**src/design/mse_pkg.sv**
```systemverilog
`timescale 1ns / 1ps
// Shared sizes, command codes and beat/control types for the MIPS subset execute block.
package mse_pkg;

    localparam int REG_COUNT      = 32;
    localparam int REG_W          = $clog2(REG_COUNT);
    localparam int DATA_BYTES_DEF = 64;
    localparam int CMD_W          = 4;
    localparam int IMM_W          = 14;
    localparam int LINE_W         = 14;
    localparam int WORD_W         = 32;

    // Command codes
    localparam logic [CMD_W-1:0] CMD_ADD  = 4'd0;
    localparam logic [CMD_W-1:0] CMD_SUB  = 4'd1;
    localparam logic [CMD_W-1:0] CMD_MUL  = 4'd2;
    localparam logic [CMD_W-1:0] CMD_BEQ  = 4'd3;
    localparam logic [CMD_W-1:0] CMD_BNE  = 4'd4;
    localparam logic [CMD_W-1:0] CMD_SLT  = 4'd5;
    localparam logic [CMD_W-1:0] CMD_J    = 4'd6;
    localparam logic [CMD_W-1:0] CMD_LW   = 4'd7;
    localparam logic [CMD_W-1:0] CMD_SW   = 4'd8;
    localparam logic [CMD_W-1:0] CMD_ADDI = 4'd9;

    typedef struct packed {
        logic [CMD_W-1:0]  cmd;
        logic [REG_W-1:0]  first_reg;
        logic [REG_W-1:0]  second_reg;
        logic [REG_W-1:0]  third_reg;
        logic [IMM_W-1:0]  immediate;
        logic [LINE_W-1:0] target_line;
    } mse_instr_t;

    typedef struct packed {
        logic              taken;
        logic [LINE_W-1:0] next_line;
        logic              reg_written;
        logic [REG_W-1:0]  written_index;
        logic [WORD_W-1:0] written_value;
        logic [WORD_W-1:0] executed_count;
    } mse_result_t;

    // Register file write request
    typedef struct packed {
        logic              en;
        logic [REG_W-1:0]  idx;
        logic [WORD_W-1:0] val;
    } mse_rf_wr_t;

    // Data store word write request (offset of the most significant byte)
    typedef struct packed {
        logic              en;
        logic [REG_W-1:0]  offset;
        logic [WORD_W-1:0] word;
    } mse_st_wr_t;

endpackage

```
**src/design/mips_subset_execute.sv**
```systemverilog
`timescale 1ns / 1ps
// Top level: two-stage execute of one decoded MIPS subset instruction per beat.
//
//  channel  | handshake                   | payload
//  ---------+-----------------------------+----------------------------------
//  instr    | instr_valid / instr_ready   | mse_instr_t  (decoded instruction)
//  result   | result_valid / result_ready | mse_result_t (outcome and count)
//
// One instruction per cycle sustained while result_ready keeps the result slot free.
// The first stage reads register file and data store banks (registered RAM reads);
// the second stage executes, writes back and loads the result register.
// Same-cycle write/read hazards are covered by a last-write bypass.
// Reset clears valid bits and counters; no clearing pass, ready after reset.
// A stalled result holds the execute stage; a free result slot keeps input open.
module mips_subset_execute
    import mse_pkg::*;
#(
    parameter int DATA_BYTES = DATA_BYTES_DEF
) (
    input  logic        clk,
    input  logic        rst_n,
    input  logic        instr_valid,
    output logic        instr_ready,
    input  mse_instr_t  instr,
    output logic        result_valid,
    input  logic        result_ready,
    output mse_result_t result
);

    logic              ex_valid_reg;
    mse_instr_t        ex_reg;
    logic              out_valid_reg;
    mse_result_t       out_reg;
    logic [WORD_W-1:0] count_reg;

    logic              out_free;
    logic              ex_adv;
    logic              accept;
    logic              src_second;
    logic              src_third;
    logic [REG_W-1:0]  raddr0;
    logic [REG_W-1:0]  raddr1;
    logic [WORD_W-1:0] op0;
    logic [WORD_W-1:0] op1;
    logic [WORD_W-1:0] load_word;
    logic [WORD_W-1:0] count_next;
    mse_result_t       alu_res;
    mse_rf_wr_t        alu_rf_wr;
    mse_st_wr_t        alu_st_wr;
    mse_rf_wr_t        rf_wr;
    mse_st_wr_t        st_wr;

    // Pipeline flow control
    assign out_free    = !out_valid_reg || result_ready;
    assign ex_adv      = ex_valid_reg && out_free;
    assign instr_ready = !ex_valid_reg || ex_adv;
    assign accept      = instr_valid && instr_ready;

    // Pick read ports: ADD/SUB/MUL read second/third, ADDI reads second, compares and stores read first/second
    assign src_second = (instr.cmd == CMD_ADD) || (instr.cmd == CMD_SUB) ||
                        (instr.cmd == CMD_MUL) || (instr.cmd == CMD_ADDI);
    assign src_third  = (instr.cmd == CMD_ADD) || (instr.cmd == CMD_SUB) ||
                        (instr.cmd == CMD_MUL);
    assign raddr0     = src_second ? instr.second_reg : instr.first_reg;
    assign raddr1     = src_third ? instr.third_reg : instr.second_reg;

    // Commit writes only when the execute stage advances
    always_comb
    begin
        rf_wr    = alu_rf_wr;
        rf_wr.en = alu_rf_wr.en && ex_adv;
        st_wr    = alu_st_wr;
        st_wr.en = alu_st_wr.en && ex_adv;
    end

    assign count_next = count_reg + 1'b1;

    mse_regfile u_regfile (
        .clk    (clk),
        .rst_n  (rst_n),
        .re     (accept),
        .raddr0 (raddr0),
        .raddr1 (raddr1),
        .wr     (rf_wr),
        .rdata0 (op0),
        .rdata1 (op1)
    );

    mse_dstore #(.DATA_BYTES(DATA_BYTES)) u_dstore (
        .clk       (clk),
        .rst_n     (rst_n),
        .re        (accept),
        .roffset   (instr.second_reg),
        .wr        (st_wr),
        .load_word (load_word)
    );

    mse_alu u_alu (
        .ex         (ex_reg),
        .op0        (op0),
        .op1        (op1),
        .load_word  (load_word),
        .count_next (count_next),
        .res        (alu_res),
        .rf_wr      (alu_rf_wr),
        .st_wr      (alu_st_wr)
    );

    // Advance valid flags and the instruction count
    always_ff @(posedge clk or negedge rst_n)
    begin
        if (!rst_n)
        begin
            ex_valid_reg  <= 1'b0;
            out_valid_reg <= 1'b0;
            count_reg     <= '0;
        end
        else
        begin
            if (instr_ready)
            begin
                ex_valid_reg <= instr_valid;
            end
            if (out_free)
            begin
                out_valid_reg <= ex_valid_reg;
            end
            if (ex_adv)
            begin
                count_reg <= count_next;
            end
        end
    end

    // Hold payload in the execute and result registers
    always_ff @(posedge clk)
    begin
        if (accept)
        begin
            ex_reg <= instr;
        end
        if (ex_adv)
        begin
            out_reg <= alu_res;
        end
    end

    assign result_valid = out_valid_reg;
    assign result       = out_reg;

    // A stalled execute stage must block new beats
    a_stall_blocks_input: assert property (@(posedge clk) disable iff (!rst_n)
        (ex_valid_reg && !out_free) |-> !instr_ready)
        else $error("input accepted while execute stage stalled");

    // Each result beat carries the count one past the previous total
    a_count_step: assert property (@(posedge clk) disable iff (!rst_n)
        ex_adv |=> (out_valid_reg && out_reg.executed_count == $past(count_reg) + 1'b1))
        else $error("executed count out of step");

    // No register write means zero index and value
    a_no_write_zero: assert property (@(posedge clk) disable iff (!rst_n)
        (out_valid_reg && !out_reg.reg_written) |->
        (out_reg.written_index == '0 && out_reg.written_value == '0))
        else $error("write fields set without a register write");

    // Next line is zero unless redirected
    a_line_zero: assert property (@(posedge clk) disable iff (!rst_n)
        (out_valid_reg && !out_reg.taken) |-> (out_reg.next_line == '0))
        else $error("next line set without a taken branch");

endmodule

```
**src/design/mse_ram.sv**
```systemverilog
`timescale 1ns / 1ps
// Generic single-write, single-read RAM with registered read data.
module mse_ram #(
    parameter int WIDTH = 8,
    parameter int DEPTH = 16,
    localparam int AW = (DEPTH > 1) ? $clog2(DEPTH) : 1
) (
    input  logic             clk,
    input  logic             we,
    input  logic [AW-1:0]    waddr,
    input  logic [WIDTH-1:0] wdata,
    input  logic             re,
    input  logic [AW-1:0]    raddr,
    output logic [WIDTH-1:0] rdata
);

    logic [WIDTH-1:0] mem [DEPTH];
    logic [WIDTH-1:0] rdata_reg;

    // Write and read; a read at the written address returns the old word
    always_ff @(posedge clk)
    begin
        if (we)
        begin
            mem[waddr] <= wdata;
        end
        if (re)
        begin
            rdata_reg <= mem[raddr];
        end
    end

    assign rdata = rdata_reg;

endmodule

```
**src/design/mse_regfile.sv**
```systemverilog
`timescale 1ns / 1ps
// Register file: two read ports on replicated RAMs, reset valid bits and last-write bypass.
module mse_regfile
    import mse_pkg::*;
(
    input  logic              clk,
    input  logic              rst_n,
    input  logic              re,
    input  logic [REG_W-1:0]  raddr0,
    input  logic [REG_W-1:0]  raddr1,
    input  mse_rf_wr_t        wr,
    output logic [WORD_W-1:0] rdata0,
    output logic [WORD_W-1:0] rdata1
);

    logic [WORD_W-1:0]    ram_q0;
    logic [WORD_W-1:0]    ram_q1;
    logic [REG_W-1:0]     raddr0_reg;
    logic [REG_W-1:0]     raddr1_reg;
    logic [REG_COUNT-1:0] valid_reg;
    mse_rf_wr_t           last_reg;

    mse_ram #(.WIDTH(WORD_W), .DEPTH(REG_COUNT)) u_ram0 (
        .clk   (clk),
        .we    (wr.en),
        .waddr (wr.idx),
        .wdata (wr.val),
        .re    (re),
        .raddr (raddr0),
        .rdata (ram_q0)
    );

    mse_ram #(.WIDTH(WORD_W), .DEPTH(REG_COUNT)) u_ram1 (
        .clk   (clk),
        .we    (wr.en),
        .waddr (wr.idx),
        .wdata (wr.val),
        .re    (re),
        .raddr (raddr1),
        .rdata (ram_q1)
    );

    // Hold read addresses alongside the RAM output
    always_ff @(posedge clk)
    begin
        if (re)
        begin
            raddr0_reg <= raddr0;
            raddr1_reg <= raddr1;
        end
    end

    // Track written entries and keep the most recent write for bypass
    always_ff @(posedge clk or negedge rst_n)
    begin
        if (!rst_n)
        begin
            valid_reg <= '0;
            last_reg  <= '0;
        end
        else if (wr.en)
        begin
            valid_reg[wr.idx] <= 1'b1;
            last_reg          <= wr;
        end
    end

    // Resolve: latest write wins, unwritten entries read as zero
    assign rdata0 = (last_reg.en && last_reg.idx == raddr0_reg) ? last_reg.val :
                    (valid_reg[raddr0_reg] ? ram_q0 : '0);
    assign rdata1 = (last_reg.en && last_reg.idx == raddr1_reg) ? last_reg.val :
                    (valid_reg[raddr1_reg] ? ram_q1 : '0);

endmodule

```
**src/design/mse_dstore.sv**
```systemverilog
`timescale 1ns / 1ps
// Byte data store: four interleaved byte banks for unaligned 4-byte load and store.
module mse_dstore
    import mse_pkg::*;
#(
    parameter int DATA_BYTES = DATA_BYTES_DEF
) (
    input  logic              clk,
    input  logic              rst_n,
    input  logic              re,
    input  logic [REG_W-1:0]  roffset,
    input  mse_st_wr_t        wr,
    output logic [WORD_W-1:0] load_word
);

    localparam int ROWS   = (DATA_BYTES + 3) / 4;
    localparam int ROW_W  = (ROWS > 1) ? $clog2(ROWS) : 1;
    // Highest byte address reachable is the largest offset plus three
    localparam int ADDR_W = $clog2(REG_COUNT + 3);
    localparam int VROWS  = ((REG_COUNT + 2) / 4) + 1;
    localparam int VR_W   = $clog2(VROWS);

    logic [7:0] bank_byte [4];
    logic [1:0] roff_lo_reg;

    // Hold low offset bits to steer banks into word byte lanes
    always_ff @(posedge clk)
    begin
        if (re)
        begin
            roff_lo_reg <= roffset[1:0];
        end
    end

    for (genvar j = 0; j < 4; j++)
    begin : g_bank
        logic [1:0]        rk;
        logic [1:0]        wk;
        logic [ADDR_W-1:0] raddr;
        logic [ADDR_W-1:0] waddr;
        logic [VR_W-1:0]   rrow;
        logic [VR_W-1:0]   wrow;
        logic [7:0]        wbyte;
        logic [7:0]        ram_q;
        logic [VR_W-1:0]   rrow_reg;
        logic [VROWS-1:0]  valid_reg;
        logic              last_en_reg;
        logic [VR_W-1:0]   last_row_reg;
        logic [7:0]        last_byte_reg;

        // Byte position within the word that falls in this bank
        assign rk    = 2'(j) - roffset[1:0];
        assign wk    = 2'(j) - wr.offset[1:0];
        assign raddr = ADDR_W'(roffset) + ADDR_W'(rk);
        assign waddr = ADDR_W'(wr.offset) + ADDR_W'(wk);
        assign rrow  = raddr[2 +: VR_W];
        assign wrow  = waddr[2 +: VR_W];
        assign wbyte = wr.word[8 * (2'd3 - wk) +: 8];

        mse_ram #(.WIDTH(8), .DEPTH(ROWS)) u_bank (
            .clk   (clk),
            .we    (wr.en),
            .waddr (ROW_W'(wrow)),
            .wdata (wbyte),
            .re    (re),
            .raddr (ROW_W'(rrow)),
            .rdata (ram_q)
        );

        always_ff @(posedge clk)
        begin
            if (re)
            begin
                rrow_reg <= rrow;
            end
        end

        // Track written rows and keep the last byte written for bypass
        always_ff @(posedge clk or negedge rst_n)
        begin
            if (!rst_n)
            begin
                valid_reg     <= '0;
                last_en_reg   <= 1'b0;
                last_row_reg  <= '0;
                last_byte_reg <= '0;
            end
            else if (wr.en)
            begin
                valid_reg[wrow] <= 1'b1;
                last_en_reg     <= 1'b1;
                last_row_reg    <= wrow;
                last_byte_reg   <= wbyte;
            end
        end

        assign bank_byte[j] = (last_en_reg && last_row_reg == rrow_reg) ? last_byte_reg :
                              (valid_reg[rrow_reg] ? ram_q : 8'h00);
    end

    // Assemble the word, most significant byte at the lowest address
    always_comb
    begin
        for (int k = 0; k < 4; k++)
        begin
            load_word[8 * (3 - k) +: 8] = bank_byte[roff_lo_reg + 2'(k)];
        end
    end

endmodule

```
**src/design/mse_alu.sv**
```systemverilog
`timescale 1ns / 1ps
// Execute logic: arithmetic, compare, branch decision and load/store requests.
module mse_alu
    import mse_pkg::*;
(
    input  mse_instr_t        ex,
    input  logic [WORD_W-1:0] op0,
    input  logic [WORD_W-1:0] op1,
    input  logic [WORD_W-1:0] load_word,
    input  logic [WORD_W-1:0] count_next,
    output mse_result_t       res,
    output mse_rf_wr_t        rf_wr,
    output mse_st_wr_t        st_wr
);

    // Decode command and form the result beat
    always_comb
    begin
        res                = '0;
        rf_wr              = '0;
        st_wr              = '0;
        res.executed_count = count_next;
        unique case (ex.cmd)
            CMD_ADD:
            begin
                rf_wr.en  = 1'b1;
                rf_wr.idx = ex.first_reg;
                rf_wr.val = op0 + op1;
            end
            CMD_SUB:
            begin
                rf_wr.en  = 1'b1;
                rf_wr.idx = ex.first_reg;
                rf_wr.val = op0 - op1;
            end
            CMD_MUL:
            begin
                rf_wr.en  = 1'b1;
                rf_wr.idx = ex.first_reg;
                rf_wr.val = op0 * op1;
            end
            CMD_BEQ:
            begin
                res.taken = (op0 == op1);
            end
            CMD_BNE:
            begin
                res.taken = (op0 != op1);
            end
            CMD_SLT:
            begin
                rf_wr.en  = 1'b1;
                rf_wr.idx = ex.third_reg;
                rf_wr.val = {{(WORD_W-1){1'b0}}, (op0 < op1)};
            end
            CMD_J:
            begin
                res.taken = 1'b1;
            end
            CMD_LW:
            begin
                rf_wr.en  = 1'b1;
                rf_wr.idx = ex.first_reg;
                rf_wr.val = load_word;
            end
            CMD_SW:
            begin
                st_wr.en     = 1'b1;
                st_wr.offset = ex.second_reg;
                st_wr.word   = op0;
            end
            CMD_ADDI:
            begin
                rf_wr.en  = 1'b1;
                rf_wr.idx = ex.first_reg;
                rf_wr.val = op0 + WORD_W'(ex.immediate);
            end
            default:
            begin
                res.taken = 1'b0;
            end
        endcase
        res.next_line     = res.taken ? ex.target_line : '0;
        res.reg_written   = rf_wr.en;
        res.written_index = rf_wr.idx;
        res.written_value = rf_wr.val;
    end

endmodule
```
**config.mk**
```make
export PLATFORM = sky130hd
export DESIGN_NAME = mips_subset_execute
export DESIGN_NICKNAME = d
export VERILOG_FILES = /design/src/design/mse_pkg.sv /design/src/design/mips_subset_execute.sv /design/src/design/mse_ram.sv /design/src/design/mse_regfile.sv /design/src/design/mse_dstore.sv /design/src/design/mse_alu.sv
export SDC_FILE = /design/constraint.sdc
export NUM_CORES = 2
export LEC_CHECK = 0
export BUFFER_PORTS_ARGS = -buffer_cell sky130_fd_sc_hd__buf_2
export CORE_ASPECT_RATIO = 2
export CORE_MARGIN = 2
export CORE_UTILIZATION = 58
export CTS_CLUSTER_SIZE = 20
export DETAILED_ROUTE_END_ITERATION = 12
export MAX_ROUTING_LAYER = met4
export PLACE_DENSITY = 0.76
export SLEW_MARGIN = 25
export SYNTH_ARGS = -nofsm -noshare
export SYNTH_HDL_FRONTEND = slang
export SYNTH_SLANG_ARGS = --single-unit
```
**constraint.sdc**
```tcl
create_clock -name clk -period 10 [get_ports clk]
set_clock_uncertainty 0.1 [all_clocks]
set_input_delay 2.5 -clock clk [delete_from_list [all_inputs] [get_ports clk]]
set_output_delay 2.5 -clock clk [all_outputs]
set_load 0.01 [all_outputs]
```
==> results.yml <==
synth:
  synth_top_family_by_area: "simple AND/OR/NAND/NOR gates"
  synthAdderAreaFrac: 0.1046
  ys.flop_type: "edfxtp_1"
  synth_xor_area_frac: 0.02075
  yosys.area_share.simple: 0.1803
  yosysUniqueCellTypes: 86
  synth_area_leaders: "edfxtp_1 (49%), nand2_1 (9.2%), fa_1 (7.9%)"
  syn_avg_cell_area_um2: 10.86
  yosysSeqAreaShare: 0.5332
  synth_compound_area_frac: 0.07470
  yosys.cell_count.top_type: "nand2_1"
  yosysWarnings: 0
  yosysTopAreaCell: "edfxtp_1"
  ys_top_cells_by_count: "nand2_1 (2540), edfxtp_1 (1690), nand3_1 (934)"
  synth.mux.area_fraction: 0.04440
  yosys_register_bits: 1877
  synth_edf_count: 1690
  synth-async-reset-ratio: 0.09963
  syn_inst: 9575
  netlist_area_um2: 104000
  yosys.area.top_type_share: 0.4882
placed_design:
  port_buffers: 137
  place_congestion: 1.140
  post_dp_cell_area_um2: 110200
  place_hpwl_um: 269400
detailed_routing:
  wl_um: 411700
  via_per_inst: 6.845
  drt_first_pass_iters: 9
  vias: 84005
  dr.first_iter.drc_count: 13350
  wl_per_cell_um: 33.55
  drc: 0
  ant_nets: 0
timing:
  relSlewSlack: 0.1996
  tightest_slew_ps: 1198
  period_share: 0.9769
  post-route-min-period_ps: 9769
  rsz0062_at_grt: "no"
  slew_violations: 0
  finalSetupViolCount: 0
  fmax_mhz: 102.4
  tns_ps: 0
  final_hold_viol_count: 0
critical_path:
  cp-start-kind: "flip-flop"
  required_ps: 10470
  critPathArrivalTime_ps: 10240
  critPathMaxStageDelay_ps: 530
  critical-path-slowest-cell: "fa_1"
  critPathCaptureType: "flip-flop"
  criticalPathCategory: "flip-flop to flip-flop"
  path_common_cell: "fa_1"
  path_buf_inv: 7
  worstPathMaxFanout: 33
  cp_top_family: "adder cells"
global_route:
  grt_pass1_vias: 83725
  grt_max_degree: 190
  grt.overflow.total: 0
  grt.total_usage: 0.4640
  antenna_found_initial: 34
  grt_pass1_wl_um: 580900
final_layout:
  top_regs: "u_regfile.u_ram0.mem x672, u_dstore.g_bank.u_bank.mem x416, u_regfile.u_ram1.mem x352"
  syn2layout_area_growth_pct: 11.72
  n_fill_cell: 13383
  fin_area_um2: 116100
  largest_reg_flops: 672
  top_register: "u_regfile.u_ram0.mem"
  drive_gt1_frac: 0.1268
  num-nets-final: 10462
clocking:
  ctsRootBufferMaster: "clkbuf_16"
  cts.sinks: 1877
  clk_pin_slew_ps: 70
  cts_hold_repair.buffers: 0
  cts_buffer_depth: 4
  numCtsBuffers: 170
  clk_latency_ps: 870
  cts_tree: "built"
  htreeDepth: 4
floorplanning:
  rows: 219
  die_x_um: 303.4
  coreArea_um2: 178100
  die-area_um2: 182800
  pin_count: 138
  start_util: 0.5837
  fp.dieH_um: 602.7
job:
  max_cap_viol_count: 0
power:
  power.density_nw_per_um2: 187.3
  power.leakage_uw: 0.04593
  peakVddDrop_mv: 0.1764
min_path:
  min_path_type: "flip-flop to flip-flop"
outcome:
  status: "completed"
==> worst register-to-register path, delay by kind of cell (launching register included) <==
family | cells | cell delay, ps
AOI/OAI and AO/OA | 5 | 1340
muxes | 1 | 150
buffers and inverters | 7 | 1060
xor gates and xnor gates | 10 | 2230
and+or+nand+nor | 2 | 380
DFF | 1 | 420
adders and majority gates | 8 | 3810
==> power breakdown <==
group	internal, uW	total [uW]	switching [uW]
Combinational	1860	5830	3960
Sequential	8980	9190	215
Clock	3700	6730	3030
Total	14500	21700	7200
==> path summary, 6_finish.rpt <==
| kind | from | end | slack [ps] | depth (start not counted) |
|---|---|---|---|---|
| setup / recovery | u_regfile.raddr1_reg[0] | result[63] | 230 | 33 |
| min in group asynchronous | rst_n | count_reg[25] | 1530 | 1 |
| max in group asynchronous | rst_n | u_regfile.valid_reg[27] | 6810 | 2 |
| hold / removal | u_dstore.g_bank[3].valid_reg[7] | u_dstore.g_bank[3].valid_reg[7] | 370 | 1 |
| hold reg to reg | u_dstore.g_bank[3].valid_reg[7] | u_dstore.g_bank[3].valid_reg[7] | 370 | 1 |
| setup reg to reg | u_regfile.raddr1_reg[0] | result[63] | 230 | 33 |
==> per-layer routing <==
layer | GRT usage | part of all wire
met1 | 0.4946 | 0.30
met2 | 0.7055 | 0.46
met3 | 0.1270 | 0.12
met4 | 0.4072 | 0.11
met5 | - | 0
==> cell usage in the layout (no fill, tap or decap), types with 76 or more instances in the layout <==
cell          n
xor2_1       87
clkbuf_16   178
xnor2_1     127
mux4_2      120
ha_1        210
edfxtp_1   1690
and3_1      184
nand3_1     934
buf_4       381
nand2_1    2538
fa_1        409
or2_2        76
mux2i_1     129
buf_2       136
nor2_1      438
inv_1       463
a21oi_1     124
conb_1       80
dfrtp_1     187
a311oi_1    353
==> cell type report <==
cell class	count	area, um2	share of cell area
sequential	1877	55430	0.4772
clock buffer	207	4602	0.03962
timing repair buffer	582	4861	0.04185
tap	2320	2903	0.02499
clock inverter	94	945.9	0.008144
antenna	36	90.09	0.0007756
inverter	510	1966	0.01692
multi-input combinational	6647	45350	0.3905
==> what timing repair did <==
item | 4_1_cts | 5_1_grt
endpoints found under the setup margin | 0 | 298
resized for setup | 0 | 25
setup buffers | 0 | 2
==> cells by family (layout without fill, tap and decap cells) <==
family	after synthesis	count (layout)
xor+xnor	235	235
other cells	1	116
flops	1877	1877
simple gates	4386	4386
buf+inv	1130	1393
fa+ha+maj	623	623
compound gates	1018	1018
mux	305	305
==> stage by stage <==
| stage | total power, uW | setup WS [ps] | hold slack (ps) | util | instances |
|---|---|---|---|---|---|
| global placement | 14700 | 211.5 | 344.8 | 0.6175 | 11922 |
| floorplan | 12190 | 193.3 | 333.7 | - | 9654 |
| CTS | 21370 | 166.5 | 364.3 | 0.6498 | 12229 |
| finish | 21750 | 230.8 | 365.1 | 0.6521 | 12273 |
| detailed placement | 14770 | 245.8 | 348.6 | 0.6186 | 11928 |
| global route | 22190 | 15.71 | 376.7 | 0.6520 | 12266 |
Power figures use the tool's default switching activity.
